### config.mk
export PLATFORM = sky130hd
export DESIGN_NAME = trs_alu
export DESIGN_NICKNAME = d
export VERILOG_FILES = /design/src/rtl/core/trs_pkg.sv /design/src/rtl/core/trs_alu.sv
export SDC_FILE = /design/constraint.sdc
export NUM_CORES = 1
export LEC_CHECK = 0
export BUFFER_PORTS_ARGS = -buffer_cell sky130_fd_sc_hd__buf_4
export CAP_MARGIN = 20
export CORE_UTILIZATION = 60
export DETAILED_ROUTE_END_ITERATION = 16
export PLACE_DENSITY = 0.86
export SYNTH_ARGS = -nofsm -noshare
export SYNTH_HDL_FRONTEND = slang
export SYNTH_SLANG_ARGS = --single-unit
### constraint.sdc
create_clock -name vclk -period 12.05
set_clock_uncertainty 0.2 [all_clocks]
set_input_delay 1.205 -clock vclk [all_inputs]
set_output_delay 1.205 -clock vclk [all_outputs]
set_load 0.02 [all_outputs]
### src/rtl/core/trs_pkg.sv
// shared types, codes and helpers for the teaching risc step unit
`timescale 1ns / 1ps
`default_nettype none

package trs_pkg;

    localparam int unsigned MEM_DEPTH_DEF = 512;
    localparam int unsigned NUM_REGS      = 16;
    localparam int unsigned XLEN          = 32;
    localparam int unsigned RIDX_W        = 4;
    localparam int unsigned ADDR_IN_W     = 9;
    localparam int unsigned PC_OUT_W      = 9;

    // item kinds
    localparam logic [1:0] FUNC_LOAD  = 2'd0;
    localparam logic [1:0] FUNC_EXEC  = 2'd1;
    localparam logic [1:0] FUNC_MEMRD = 2'd2;
    localparam logic [1:0] FUNC_REGRD = 2'd3;

    // opcodes
    localparam logic [7:0] OP_ADD  = 8'd0;
    localparam logic [7:0] OP_SUB  = 8'd1;
    localparam logic [7:0] OP_AND  = 8'd2;
    localparam logic [7:0] OP_OR   = 8'd3;
    localparam logic [7:0] OP_SLL  = 8'd4;
    localparam logic [7:0] OP_SRA  = 8'd5;
    localparam logic [7:0] OP_SRL  = 8'd6;
    localparam logic [7:0] OP_BEQ  = 8'd7;
    localparam logic [7:0] OP_BNE  = 8'd8;
    localparam logic [7:0] OP_BLT  = 8'd9;
    localparam logic [7:0] OP_BGT  = 8'd10;
    localparam logic [7:0] OP_BLE  = 8'd11;
    localparam logic [7:0] OP_BGE  = 8'd12;
    localparam logic [7:0] OP_JAL  = 8'd13;
    localparam logic [7:0] OP_LW   = 8'd14;
    localparam logic [7:0] OP_SW   = 8'd15;
    localparam logic [7:0] OP_HALT = 8'd19;

    // fixed register numbers
    localparam logic [RIDX_W-1:0] REG_ZERO = 4'd0;
    localparam logic [RIDX_W-1:0] REG_IMM  = 4'd1;
    localparam logic [RIDX_W-1:0] REG_LINK = 4'd15;

    typedef struct packed {
        logic [1:0]           func;
        logic [ADDR_IN_W-1:0] mem_address;
        logic [XLEN-1:0]      write_word;
        logic [RIDX_W-1:0]    reg_index;
    } cmd_t;

    typedef struct packed {
        logic [PC_OUT_W-1:0] fetched_pc;
        logic [XLEN-1:0]     fetched_instruction;
        logic [XLEN-1:0]     read_word;
        logic                halted;
        logic [XLEN-1:0]     cycle_count;
    } rsp_t;

    typedef struct packed {
        logic [XLEN-1:0] value;
        logic            take;
        logic            addr_ok;
        logic [XLEN-1:0] sum;
    } alu_t;

    typedef struct packed {
        logic              re0;
        logic [RIDX_W-1:0] ra0;
        logic              re1;
        logic [RIDX_W-1:0] ra1;
        logic              we;
        logic [RIDX_W-1:0] wa;
        logic [XLEN-1:0]   wd;
    } rf_req_t;

    function automatic logic [XLEN-1:0] sext12(input logic [XLEN-1:0] w);
        return {{(XLEN-12){w[11]}}, w[11:0]};
    endfunction

endpackage

`default_nettype wire

### src/rtl/core/trs_alu.sv
// arithmetic, shifts, branch compares and load/store address
`timescale 1ns / 1ps
`default_nettype none

module trs_alu import trs_pkg::*; (
    input  logic [7:0]      op,
    input  logic [XLEN-1:0] a,
    input  logic [XLEN-1:0] b,
    output alu_t            res
);

    logic [4:0] shamt;
    logic       a_lt_b;
    logic       b_lt_a;

    assign shamt  = b[4:0];
    assign a_lt_b = $signed(a) < $signed(b);
    assign b_lt_a = $signed(b) < $signed(a);

    always_comb
    begin
        res.value   = '0;
        res.take    = 1'b0;
        res.sum     = a + b;
        res.addr_ok = ~res.sum[XLEN-1];
        case (op)
            OP_ADD: res.value = a + b;
            OP_SUB: res.value = a - b;
            OP_AND: res.value = a & b;
            OP_OR:  res.value = a | b;
            OP_SLL: res.value = a << shamt;
            OP_SRA: res.value = XLEN'($signed(a) >>> shamt);
            OP_SRL: res.value = a >> shamt;
            OP_BEQ: res.take  = (a == b);
            OP_BNE: res.take  = (a != b);
            OP_BLT: res.take  = a_lt_b;
            OP_BGT: res.take  = b_lt_a;
            OP_BLE: res.take  = ~b_lt_a;
            OP_BGE: res.take  = ~a_lt_b;
            default: res.take = 1'b0;
        endcase
    end

endmodule

`default_nettype wire

==> summary.txt <==
Run status
  – Status: finished, final reports clean

Cells and area
  – Layout area overhead: 9.59%
  – Layout cells sized above 1: 0.148
  – Clkbuf count: 0
  – FFs & Latches: 0
  – # diodes: 0
  – Fill cell count: 1374
  – Multi-input logic area: 8490 um^2
  – End-of-flow core utilization: 0.672
  – Post-layout nets: 1643
  – Sequential cell area: 0 um^2

Logic synthesis
  – Synth Area in Compound Gates: 0.344
  – Post-synthesis adder-cell area fraction: 0.199
  – Gate count after technology mapping: 1377
  – Cell accounting for the most synthesized area: ha_1
  – Ranking of synthesized cells by area: ha_1 19%, a21oi_1 8.2%, mux2i_1 7.9%, o21ai_0 7.0%, nor2_1 6.0%
  – Share of the synthesized area in the top cell type: 0.195
  – XOR/XNOR Fraction of Synth Area: 0.0526
  – Synth unique cells: 81
  – Cell Area, Synth: 9330 um^2
  – Synth Area per Inst: 6.77 um^2
  – Mapped Nets: 1596
  – YS warnings: 0
  – Largest family of logic cells by synthesized area: compound AO/OA/AOI/OAI gates
  – Simple-Gate Fraction of Synth Area: 0.180
  – Register area share after synthesis: 0
  – Post-synthesis mux area share: 0.135

Placed design
  – GPL Wtd Cong: 1.05
  – Detailed Place HPWL: 29.0 mm
  – Port bufs: 138

Timing
  – Post-layout min period: 6.85 ns
  – Fin. max-slew vios: 0
  – Slew headroom: 0.306
  – Final-report hold violation count: 0
  – Final TNS setup: 0 ns
  – Fin crit share: 0.568
  – Setup repair after global routing missed its margin: false
  – Worst-margin pin slew: 1.04 ns
  – Final setup fails: 0
  – Final hold slack: 2.68 ns
  – F_max: 146 MHz

Clock network
  – Hold-fix buffers at CTS: 0
  – Postcts setup bufs: 0
  – PostCTS Resize Cnt: 0

Setup path
  – Worst path max stage delay: 0.74 ns
  – Buf/Inv on CP: 3
  – CP Class: in2out
  – Crit-path slowest cell: buf_4
  – CP top delay family: compound AO/OA/AOI/OAI gates
  – CP Data Required Time: 10.64 ns
  – Crit end category: output port
  – Worst Setup SP: b[1]
  – CP max FO: 101
  – Arrival time worst endpoint: 5.44 ns
  – Worst Setup EP: res[49]
  – Most frequent cell on the critical path: a21oi_1
  – Critical path depth in cells: 14
  – Crit path cell chain: buf_4 > inv_1 > ha_1 > a21o_1 > nand4_1 > a31oi_1 > a21oi_1 > o31ai_1 > a21oi_1 > nor2_1 > a21oi_1 > xnor2_1 > o211ai_1 > buf_4
  – Startpoint type of the worst setup path: input port

Power and ir drop
  – Static Leak: 4.67 nW
  – Design Power: 0.525 mW
  – PD cells: 51.4 nW/um^2
  – Max VDD drop: 0.0000442 V

Route
  – Drt pass-1 iters: 8
  – Vias per inst: 6.86
  – Vias: 11000
  – ANT nets after route: 0
  – DRT iter0 DRCs: 1564
  – DR WL/cell: 23.1 um
  – Drt total wl: 37.2 mm
  – Residual DRC: 0

Global route
  – Antenna violations before repair: 1
  – Remaining Overflow, GRT: 0
  – Vias in the first global route: 9952
  – Gr usage total: 0.448
  – Largest net degree at the start of global routing: 102
  – First-pass GRT wire length: 56.3 mm

Min path
  – Worst hold path type: in2out

Floorplanning
  – Initial Util: 0.613
  – Core area: 15200 um^2
  – Die H: 127 um
  – Num rows: 45
  – DIE WIDTH: 127 um
  – Die Footprint: 16000 um^2
  – Io pins: 138

Job
  – Max-cap violations: 0
-- cells in the mapped netlist, drive strengths merged (3+ instances only) --
cell,n
o22ai,6
o311ai,9
o31ai,16
nor3,25
inv,103
buf,46
a31oi,13
mux2,6
nand2,100
or4,6
ha,145
a221oi,9
nor2,151
a211oi,18
nand2b,18
nand3,19
o21bai,16
nor2b,9
o211ai,27
clkbuf,56
o21ba,3
and2,3
a311oi,4
a31o,3
o21ai,141
a21o,17
nand4,3
a211o,11
mux4,20
nor4,14
xor2,4
xnor2,52
and3,5
a21oi,155
o221ai,12
or3,10
mux2i,74
a22oi,6
o21a,9
-- cells by family after synthesis --
logic type               count (synthesis)
AO/OA/AOI/OAI                          498
XOR/XNOR                                56
adder cells (fa/ha/maj)                147
buffers and inverters                  206
multiplexers                           100
AND/OR/NAND/NOR                        370
-- per-layer routing --
layer  wire, um  vias up  track usage
met1      15000     5084        0.607
met5         13        -            0
met4       1490        2        0.159
li1           -     5063            -
met2      15800      788        0.689
met3       4810      106        0.108
-- area by class of cell --
| cell class | instances | area share |
|---|---|---|
| well taps | 188 | 0.0230 |
| repair buffers | 147 | 0.108 |
| inverters | 104 | 0.0384 |
| multi-input cells | 1171 | 0.831 |
-- worst min path at each step --
stage	start	to	slack, ns	cells after the start
2_1_floorplan	b[1]	res[1]	2.48	1
3_3_place_gp	op[3]	res[33]	2.67	5
3_5_place_dp	op[3]	res[33]	2.68	5
4_1_cts	op[3]	res[33]	2.68	5
5_1_grt	op[3]	res[33]	2.71	5
6_report	op[3]	res[33]	2.68	5
-- metrics by stage --
step	area [um^2]	worst slack (ns)	instances
floorplan	9330	5.94	1377
global placement	10200	5.51	1610
detailed placement	10200	5.40	1610
CTS	10200	5.40	1610
global route	10200	5.01	1610
finish	10200	5.20	1610
-- where the power goes --
group          switching [mW]  internal [mW]
sequential                  0              0
clock                       0              0
combinational           0.328          0.197
-- cells in the final DEF, fill, tap and decap left out, types with 4 or more instances in the layout --
cell,n
a21oi_1,153
nor2_1,150
buf_4,147
ha_1,145
o21ai_0,131
nand2_1,100
inv_1,96
mux2i_1,74
xnor2_1,52
o211ai_1,27
nor3_1,24
mux4_2,20
nand3_1,19
nand2b_1,18
a21o_1,17
a211oi_1,17
o21bai_1,16
o31ai_1,13
a31oi_1,12
nor4_1,12
a211o_1,11
o221ai_1,11
or3_1,10
o21a_1,9
o21ai_1,9
a221oi_1,9
nor2b_1,8
o311ai_0,7
inv_2,6
or4_1,6
a22oi_1,6
mux2_2,6
o22ai_1,6
and3_1,5
a311oi_1,4
xor2_1,4
Note: power is estimated with default switching activity, not from simulation.
