**src/rtl/core/trs_pkg.sv**
```systemverilog
// shared types, codes and helpers for the teaching risc step unit
`timescale 1ns / 1ps
`default_nettype none

package trs_pkg;

    localparam int unsigned MEM_DEPTH_DEF = 512;
    localparam int unsigned NUM_REGS      = 16;
    localparam int unsigned XLEN          = 32;
    localparam int unsigned RIDX_W        = 4;
    localparam int unsigned ADDR_IN_W     = 9;
    localparam int unsigned PC_OUT_W      = 9;

    // item kinds
    localparam logic [1:0] FUNC_LOAD  = 2'd0;
    localparam logic [1:0] FUNC_EXEC  = 2'd1;
    localparam logic [1:0] FUNC_MEMRD = 2'd2;
    localparam logic [1:0] FUNC_REGRD = 2'd3;

    // opcodes
    localparam logic [7:0] OP_ADD  = 8'd0;
    localparam logic [7:0] OP_SUB  = 8'd1;
    localparam logic [7:0] OP_AND  = 8'd2;
    localparam logic [7:0] OP_OR   = 8'd3;
    localparam logic [7:0] OP_SLL  = 8'd4;
    localparam logic [7:0] OP_SRA  = 8'd5;
    localparam logic [7:0] OP_SRL  = 8'd6;
    localparam logic [7:0] OP_BEQ  = 8'd7;
    localparam logic [7:0] OP_BNE  = 8'd8;
    localparam logic [7:0] OP_BLT  = 8'd9;
    localparam logic [7:0] OP_BGT  = 8'd10;
    localparam logic [7:0] OP_BLE  = 8'd11;
    localparam logic [7:0] OP_BGE  = 8'd12;
    localparam logic [7:0] OP_JAL  = 8'd13;
    localparam logic [7:0] OP_LW   = 8'd14;
    localparam logic [7:0] OP_SW   = 8'd15;
    localparam logic [7:0] OP_HALT = 8'd19;

    // fixed register numbers
    localparam logic [RIDX_W-1:0] REG_ZERO = 4'd0;
    localparam logic [RIDX_W-1:0] REG_IMM  = 4'd1;
    localparam logic [RIDX_W-1:0] REG_LINK = 4'd15;

    typedef struct packed {
        logic [1:0]           func;
        logic [ADDR_IN_W-1:0] mem_address;
        logic [XLEN-1:0]      write_word;
        logic [RIDX_W-1:0]    reg_index;
    } cmd_t;

    typedef struct packed {
        logic [PC_OUT_W-1:0] fetched_pc;
        logic [XLEN-1:0]     fetched_instruction;
        logic [XLEN-1:0]     read_word;
        logic                halted;
        logic [XLEN-1:0]     cycle_count;
    } rsp_t;

    typedef struct packed {
        logic [XLEN-1:0] value;
        logic            take;
        logic            addr_ok;
        logic [XLEN-1:0] sum;
    } alu_t;

    typedef struct packed {
        logic              re0;
        logic [RIDX_W-1:0] ra0;
        logic              re1;
        logic [RIDX_W-1:0] ra1;
        logic              we;
        logic [RIDX_W-1:0] wa;
        logic [XLEN-1:0]   wd;
    } rf_req_t;

    function automatic logic [XLEN-1:0] sext12(input logic [XLEN-1:0] w);
        return {{(XLEN-12){w[11]}}, w[11:0]};
    endfunction

endpackage

`default_nettype wire

```
**src/rtl/core/trs_reg_file.sv**
```systemverilog
// 16 x 32 register file, two registered read ports, one write port, per-entry valid bits
`timescale 1ns / 1ps
`default_nettype none

module trs_reg_file import trs_pkg::*; (
    input  logic            clk,
    input  logic            rst_n,
    input  rf_req_t         req,
    output logic [XLEN-1:0] rdata0,
    output logic [XLEN-1:0] rdata1
);

    logic [XLEN-1:0]     entry_reg [NUM_REGS];
    logic [NUM_REGS-1:0] valid_reg;
    logic [XLEN-1:0]     q0_reg, q1_reg;
    logic                v0_reg, v1_reg;

    // r0 is never written, so its valid bit stays low and it reads zero
    always_ff @(posedge clk)
    begin
        if (req.we && req.wa != REG_ZERO)
        begin
            entry_reg[req.wa] <= req.wd;
        end
        if (req.re0)
        begin
            q0_reg <= entry_reg[req.ra0];
        end
        if (req.re1)
        begin
            q1_reg <= entry_reg[req.ra1];
        end
    end

    always_ff @(posedge clk or negedge rst_n)
    begin
        if (!rst_n)
        begin
            valid_reg <= '0;
            v0_reg    <= 1'b0;
            v1_reg    <= 1'b0;
        end
        else
        begin
            if (req.we && req.wa != REG_ZERO)
            begin
                valid_reg[req.wa] <= 1'b1;
            end
            if (req.re0)
            begin
                v0_reg <= valid_reg[req.ra0];
            end
            if (req.re1)
            begin
                v1_reg <= valid_reg[req.ra1];
            end
        end
    end

    assign rdata0 = v0_reg ? q0_reg : '0;
    assign rdata1 = v1_reg ? q1_reg : '0;

endmodule

`default_nettype wire

```
**config.mk**
```make
export PLATFORM = sky130hd
export DESIGN_NAME = trs_reg_file
export DESIGN_NICKNAME = d
export VERILOG_FILES = /design/src/rtl/core/trs_pkg.sv /design/src/rtl/core/trs_reg_file.sv
export SDC_FILE = /design/constraint.sdc
export NUM_CORES = 1
export LEC_CHECK = 0
export ABC_AREA = 1
export BUFFER_PORTS_ARGS = -buffer_cell sky130_fd_sc_hd__buf_2
export CORE_AREA = 2 2 335 337
export CTS_BUF_LIST = sky130_fd_sc_hd__clkbuf_16
export DETAILED_ROUTE_END_ITERATION = 6
export DIE_AREA = 0 0 337 339
export SETUP_SLACK_MARGIN = 0.05
export SYNTH_ARGS = -nofsm -noshare
export SYNTH_HDL_FRONTEND = slang
export SYNTH_SLANG_ARGS = --single-unit
```
**constraint.sdc**
```tcl
create_clock -name clk -period 1.93 [get_ports clk]
set_input_delay 0.0965 -clock clk [delete_from_list [all_inputs] [get_ports clk]]
set_output_delay 0.0965 -clock clk [all_outputs]
set_load 0.02 [all_outputs]
```
==> summary.txt, run 1 <==
Worst setup path
  – Worst path max stage delay: 450 ps
  – CP max stage cell: dfrtp_4
  – CP max FO: 17
  – Reg-to-reg startpoint: entry_reg[7][23]$_DFFE_PP_
  – Crit path DAT: 1700 ps
  – Crit path cell chain: buf_12, nand2_1, inv_2, buf_2
  – Setup crit start: v0_reg$_DFFE_PN0P_
  – Buf/Inv on CP: 3
  – Crit end category: output pin
  – Worst Setup Path Type: reg2out
  – Critical Path RT: 1830 ps
  – Top delay family on crit path: buffers and inverters
  – Startpoint types: register

Timing
  – Clock skew: 25.35 ps
  – Crit path time final: 1795 ps
  – RSZ-0062 raised after global routing: false
  – Max Slew Vio Count: 0
  – Final Cycle Share: 0.9300
  – Worst slew pin tran: 730.4 ps
  – Maximum clock rate: 557.2 MHz
  – Slew HR: 0.5131
  – Hold Fails Final Rpt: 0
  – Setup Viol. Count Final: 0
  – Hold_ws: 39.81 ps

Pwr
  – Leakage: 12.68 nW
  – Total power: 29.48 mW
  – Net Sw Frac: 0.2505
  – Peak VDD IR: 632.4 µV
  – Sequential Power Share: 0.504
  – Power Dens Cells: 878.1 mW/mm²
  – Sw Pwr: 7.386 mW
  – Pint: 22.09 mW
  – Clk pwr share: 0.384
  – Logic pwr share: 0.112

Finish
  – Layout area overhead: 17.20%
  – Final #Nets: 2946
  – Most frequent cells in the layout: edfxtp_1 (576), nand2_1 (433), nand3_1 (412)
  – Design area: 0.03357 mm²
  – N_diodes: 0
  – Share of layout cells above drive strength 1: 0.1110
  – Fillers: 11200
  – Max reg flops: 512
  – Commonest non-fill, non-tap cell in the layout: edfxtp_1

Detailed routing
  – 1st-iter DRT viols: 1891
  – Via density: 4.848
  – Drt total wl: 83.86 mm
  – First drt pass iteration count: 6
  – Via count: 21490
  – Avg WL per Cell: 18.92 µm
  – DRC Markers: 0
  – Post-route ant nets: 0

Global routing
  – Initial antenna violation count: 7
  – Number of global-route vias before repair: 20310
  – Global-route wire length before repair: 125.7 mm
  – Largest net degree at the start of global routing: 104
  – Gr usage total: 0.1440
  – GRT overflow: 0

Synthesis
  – Yosys warns: 0
  – Sequential element share of the synthesized area: 0.6196
  – Flop and latch count out of synthesis: 594
  – Synthesized area: 0.02864 mm²
  – Mapped Cells: 2800
  – Distinct cells, synth: 21
  – Avg Cell Area, Syn: 10.23 µm²

Clock tree
  – CTS tree: done
  – CTS HTree Levels: 2
  – Clk sinks: 594
  – Reg clk slew, reported paths: 60 ps
  – CTS Buffer Depth: 3
  – Root buffer cell: clkbuf_16
  – Inserted Clock Buffers: 58
  – Latest clock arrival within the worst-skew pair: 640 ps

Min path
  – Hold Crit Class: in2reg
  – Hold Path Origin: req[44]

Placed design
  – HPWL Detailed: 48.66 mm
  – RePlAce Congestion: 0.8044
  – IO Port Bufs: 112
  – Placed standard-cell area: 0.03131 mm²

Die
  – Ports: 113
  – Die ar.: 0.1142 mm²
  – Die height: 339 µm
  – Die W: 337 µm
  – Core Footprint: 0.1104 mm²
  – Cell Rows: 122
  – Initial Utilization: 0.2596

Run
  – Max-cap violation count: 0

Run status
  – Status: finished, final reports clean
-- power by group through the flow --
stage	clock (mW)	combinational, mW	sequential, mW
2_1_floorplan	0	2.03	15.0
5_1_grt	12.0	3.67	14.9
3_3_place_gp	0	3.20	15.1
4_1_cts	11.5	3.35	14.9
3_5_place_dp	0	3.25	15.1
6_report	11.3	3.32	14.8
-- worst min-delay path, delay by kind of cell --
family        cells  cell delay (ps)
buf+inv           1              200
simple gates      3              240
-- cell families after synthesis --
| logic type | Yosys count | share of synthesized area |
|---|---|---|
| other cells | 1 | 0.0001309 |
| simple gates | 878 | 0.1344 |
| flops | 594 | 0.6196 |
| buf+inv | 559 | 0.08906 |
| compound gates | 768 | 0.1568 |
-- area by class of cell --
| cell class | count | area, µm² | share of cell area |
|---|---|---|---|
| inverters | 334 | 1256 | 0.03742 |
| clock inverters | 47 | 352.8 | 0.01051 |
| repair buffers | 231 | 2243 | 0.06683 |
| flip-flops and latches | 594 | 17750 | 0.5288 |
| multi-input cells | 1678 | 8578 | 0.2555 |
| clock buffers | 61 | 1526 | 0.04547 |
| well taps | 1488 | 1862 | 0.05546 |
-- what timing repair did --
item | 4_1_cts | 5_1_grt
endpoints found under the setup margin | 27 | 2
hold endpoints to repair | 543 | 0
gates resized for setup | 2 | 2
setup buffers | 2 | 0
hold buffers | 37 | 0
-- cells in the mapped netlist --
library cell / n / area share
buf_8: 1 / 0.00052
nand2_1: 434 / 0.057
o21ai_0: 187 / 0.033
a21oi_1: 254 / 0.044
inv_2: 1 / 0.00013
o21ai_1: 69 / 0.012
buf_6: 38 / 0.015
buf_1: 26 / 0.0034
o211ai_1: 256 / 0.067
clkbuf_1: 59 / 0.0077
buf_2: 83 / 0.015
or2_2: 16 / 0.0035
nor2_1: 16 / 0.0021
clkbuf_2: 6 / 0.0010
conb_1: 1 / 0.00013
inv_1: 333 / 0.044
edfxtp_1: 576 / 0.60
buf_4: 12 / 0.0031
a21oi_2: 2 / 0.00061
nand3_1: 412 / 0.072
dfrtp_1: 18 / 0.016
-- final timing paths --
path	end	slack, ps	cells after the start
min reg2reg	valid_reg[0]$_DFFE_PN0P_	420	0
min in group asynchronous	valid_reg[6]$_DFFE_PN0P_	50	2
min	q0_reg[30]$_DFFE_PP_	40	4
max	rdata0[13]	140	4
max in group asynchronous	v0_reg$_DFFE_PN0P_	1550	2
max reg2reg	q1_reg[23]$_DFFE_PP_	720	6
-- metal layers --
layer	vias to the layer above	GRT usage	part of all wire
li1	10130	-	-
met1	10380	0.1916	0.43
met2	806	0.2357	0.47
met3	171	0.02288	0.067
met4	12	0.05162	0.031
met5	-	0	0.00095
-- per-stage QoR --
stage | TNS [ps] | util | setup slack (ps) | instances
final | 0 | 0.3042 | 135.2 | 4433
after detailed placement | 0 | 0.2837 | 368.0 | 4287
after floorplan | -39260 | - | -299.6 | 2831
after global routing | 0 | 0.3042 | 79.39 | 4433
after CTS | 0 | 0.3042 | 50.88 | 4433
after global placement | 0 | 0.2837 | 408.3 | 4287
No activity file was read; power rests on OpenSTA's default activity.
==> run 2: changes to the inputs <==
--- a/config.mk
+++ b/config.mk
@@ -5,12 +5,11 @@
 export SDC_FILE = /design/constraint.sdc
 export NUM_CORES = 1
 export LEC_CHECK = 0
-export ABC_AREA = 1
 export BUFFER_PORTS_ARGS = -buffer_cell sky130_fd_sc_hd__buf_2
-export CORE_AREA = 2 2 335 337
+export CORE_AREA = 2 2 321 323
 export CTS_BUF_LIST = sky130_fd_sc_hd__clkbuf_16
 export DETAILED_ROUTE_END_ITERATION = 6
-export DIE_AREA = 0 0 337 339
+export DIE_AREA = 0 0 323 325
 export SETUP_SLACK_MARGIN = 0.05
 export SYNTH_ARGS = -nofsm -noshare
 export SYNTH_HDL_FRONTEND = slang
==> run 2 against run 1 <==
First-iteration DRC count shrank 46%. Maximum frequency down 0.76%. Hold slack got worse by 13 ps. Global-route usage down 1.3 points. Synthesized cell count fell by 60%. Total power increased by 0.66%. Highest routed layer unchanged. Die area shrank 8.1%. Worst setup slack worse by 14 ps. Non-clock buffer count increased by 6. Area after synthesis down 8.2%. Sequential share of layout area increased by 2.8 points. Via count fell by 40%.
==> summary.txt, run 2 <==
Placed design
  – Placed standard-cell area: 0.02963 mm² (-5.4%)
  – RePlAce Congestion: 0.7389 (-8.1%)
  – HPWL Detailed: 42.75 mm (-12%)
  – Dpl ws: 14.84 ps (-353.2 ps)
  – IO Port Bufs: 112 (unchanged)

Global routing
  – Initial antenna violation count: 12 (+5)
  – GRT overflow: 0 (unchanged)
  – Largest net degree at the start of global routing: 34 (-67%)
  – Global-route wire length before repair: 99.13 mm (-21%)
  – Gr usage total: 0.1306 (-0.01333)
  – Number of global-route vias before repair: 14050 (-31%)

Clock tree
  – Root buffer cell: clkbuf_16
  – Latest clock arrival within the worst-skew pair: 610 ps (-30 ps)
  – CTS HTree Levels: 2 (unchanged)
  – Clk sinks: 594 (unchanged)
  – CTS Buffer Depth: 3 (unchanged)
  – Inserted Clock Buffers: 56 (-3.4%)
  – Reg clk slew, reported paths: 60 ps (about the same)
  – CTS tree: done

Synthesis
  – Synthesized area: 0.02629 mm² (-8.2%)
  – Top_reg_cell synth: edfxtp_1
  – Post-synth EDFFs: 576 (unchanged)
  – Mapped Cells: 1115 (-60%)
  – Post-synth top area share: 0.6579 (+0.05408)
  – Yosys warns: 0 (unchanged)
  – Avg Cell Area, Syn: 23.58 µm² (+130%)
  – Distinct cells, synth: 19 (-9.5%)
  – Area contributors post-synth: edfxtp_1 (66%), mux4_2 (28%), dfrtp_1 (1.7%)
  – Synth top cells by count: edfxtp_1 (576), mux4_2 (328), and2_1 (64)
  – Sequential element share of the synthesized area: 0.6750 (+0.05549)
  – Leading area contributor after synthesis: edfxtp_1
  – Flop and latch count out of synthesis: 594 (unchanged)
  – Synth async-reset ratio: 0.03030 (unchanged)
  – Most numerous cell in the Yosys netlist: edfxtp_1

Pwr
  – Pint: 22.76 mW (+3.0%)
  – Peak VDD IR: 518.9 µV (-18%)
  – Net Sw Frac: 0.2330 (-0.01753)
  – Leakage: 10.15 nW (-20%)
  – Sequential Power Share: 0.502 (-0.002)
  – Logic pwr share: 0.119 (+0.007)
  – Power Dens Cells: 930.8 mW/mm² (+6.0%)
  – Sw Pwr: 6.914 mW (-6.4%)
  – Clk pwr share: 0.379 (-0.005)
  – Total power: 29.67 mW (+0.66%)

Finish
  – Final Core Density: 0.3147 (+0.01051)
  – Sequential Area: 0.01775 mm² (unchanged)
  – Design area: 0.03188 mm² (-5.0%)
  – Commonest non-fill, non-tap cell in the layout: edfxtp_1
  – Most frequent cells in the layout: edfxtp_1 (576), mux4_2 (328), buf_2 (106)
  – Share of layout cells above drive strength 1: 0.4665 (+0.3555)
  – Fillers: 9711 (-13%)
  – Max reg flops: 512 (unchanged)
  – Multi-input gate area: 0.008313 mm² (-3.1%)
  – Layout area overhead: 21.26%
  – Final #Nets: 1407 (-52%)

Min path
  – Hold Crit Class: in2async

Worst setup path
  – CP max stage cell: dfrtp_4
  – Critical Path RT: 1830 ps (about the same)
  – Crit path cell chain: buf_4, and2_1, buf_2
  – Worst path max stage delay: 570 ps (+120 ps)
  – Worst Setup Path Type: reg2out
  – CP max FO: 11 (-6)
  – Crit end category: output pin
  – Startpoint types: register
  – Buf/Inv on CP: 2 (-1)
  – Crit path DAT: 1710 ps (about the same)
  – Top delay family on crit path: flip-flops

Detailed routing
  – Post-route ant nets: 0 (unchanged)
  – Via density: 4.671 (-3.6%)
  – Drt total wl: 68.49 mm (-18%)
  – DRC Markers: 0 (unchanged)
  – First drt pass iteration count: 5 (-1)
  – Avg WL per Cell: 24.64 µm (+30%)
  – Via count: 12980 (-40%)
  – 1st-iter DRT viols: 1018 (-46%)

Timing
  – RSZ-0062 raised after global routing: true
  – Setup Viol. Count Final: 0 (unchanged)
  – Clock skew: 18.53 ps (-6.818 ps)
  – Slew HR: 0.5722 (+0.05910)
  – Maximum clock rate: 552.9 MHz (-0.76%)
  – Min setup slack post-route: 121.4 ps (-13.83 ps)
  – Worst slew pin tran: 641.7 ps (-88.66 ps)
  – Hold Fails Final Rpt: 0 (unchanged)
  – Crit path time final: 1809 ps (+13.83 ps)
  – Max Slew Vio Count: 0 (unchanged)
  – Final Cycle Share: 0.9371 (+0.007167)
  – Final setup TNS: 0 ps (unchanged)

Die
  – Die W: 323 µm (-4.2%)
  – Core Footprint: 0.1013 mm² (-8.2%)
  – Die ar.: 0.1050 mm² (-8.1%)
  – Ports: 113 (unchanged)
  – Die height: 325 µm (-4.1%)
  – Cell Rows: 117 (-4.1%)
  – Initial Utilization: 0.2595 (about the same)

Run
  – Max-cap violation count: 0 (unchanged)

Run status
  – Status: finished, final reports clean
## run 2: per-stage QoR
step | instances | hold slack, ps
detailed placement | 2632 | 42.50
CTS | 2772 | 24.85
global placement | 2632 | 36.67
floorplan | 1146 | -199.1
finish | 2779 | 26.42
global route | 2776 | 41.38
## run 2: cells by family (layout without fill, tap and decap cells)
logic type / after synthesis / in the layout / share of synthesized area
flops: 594 / 594 / 0.6750
buf+inv: 83 / 341 / 0.01789
mux: 336 / 336 / 0.2841
simple gates: 101 / 101 / 0.02280
other cells: 1 / 39 / 0.0001426
## run 2: worst paths after layout
check | startpoint | to | slack (ps) | cells past startpoint
max in group asynchronous | rst_n | v1_reg$_DFFE_PN0P_ | 1580 | 2
max | v1_reg$_DFFE_PN0P_ | rdata1[25] | 120 | 3
min | rst_n | valid_reg[5]$_DFFE_PN0P_ | 30 | 2
min in group clk | req[41] | q1_reg[17]$_DFFE_PP_ | 70 | 1
min reg2reg | valid_reg[0]$_DFFE_PN0P_ | valid_reg[0]$_DFFE_PN0P_ | 410 | 0
max reg2reg | entry_reg[7][4]$_DFFE_PP_ | q0_reg[4]$_DFFE_PP_ | 270 | 2
## run 2: power groups by stage
stage / combinational (mW) / clock (mW) / sequential [mW]
floorplan: 2.11 / 0 / 15.1
CTS: 3.61 / 11.5 / 14.9
finish: 3.52 / 11.2 / 14.9
detailed placement: 3.47 / 0 / 15.2
global route: 3.76 / 12.0 / 15.0
global placement: 3.44 / 0 / 15.2
## run 2: cell type report
cell class | instances | share of cell area
Tap cell | 1368 | 0.05369
Clock buffer | 57 | 0.04474
Antenna cell | 7 | 0.0005495
Timing Repair Buffer | 237 | 0.06970
Clock inverter | 47 | 0.01370
Multi-Input combinational cell | 469 | 0.2608
Sequential cell | 594 | 0.5569
## run 2: layer usage
metal | share of wire | GRT usage | vias to the layer above
met4 | 0.030 | 0.04166 | 6
met2 | 0.51 | 0.2225 | 448
met3 | 0.061 | 0.02553 | 122
met1 | 0.40 | 0.1669 | 7025
met5 | 0.00060 | 0 | -
li1 | - | - | 5381
## run 2: timing repair
| item | 4_1_cts | 5_1_grt |
|---|---|---|
| buffers inserted | 2 | 0 |
| hold buffers | 34 | 0 |
| hold endpoints to repair | 533 | 0 |
| setup endpoints to repair | 35 | 5 |
| gates resized for setup | 1 | 0 |
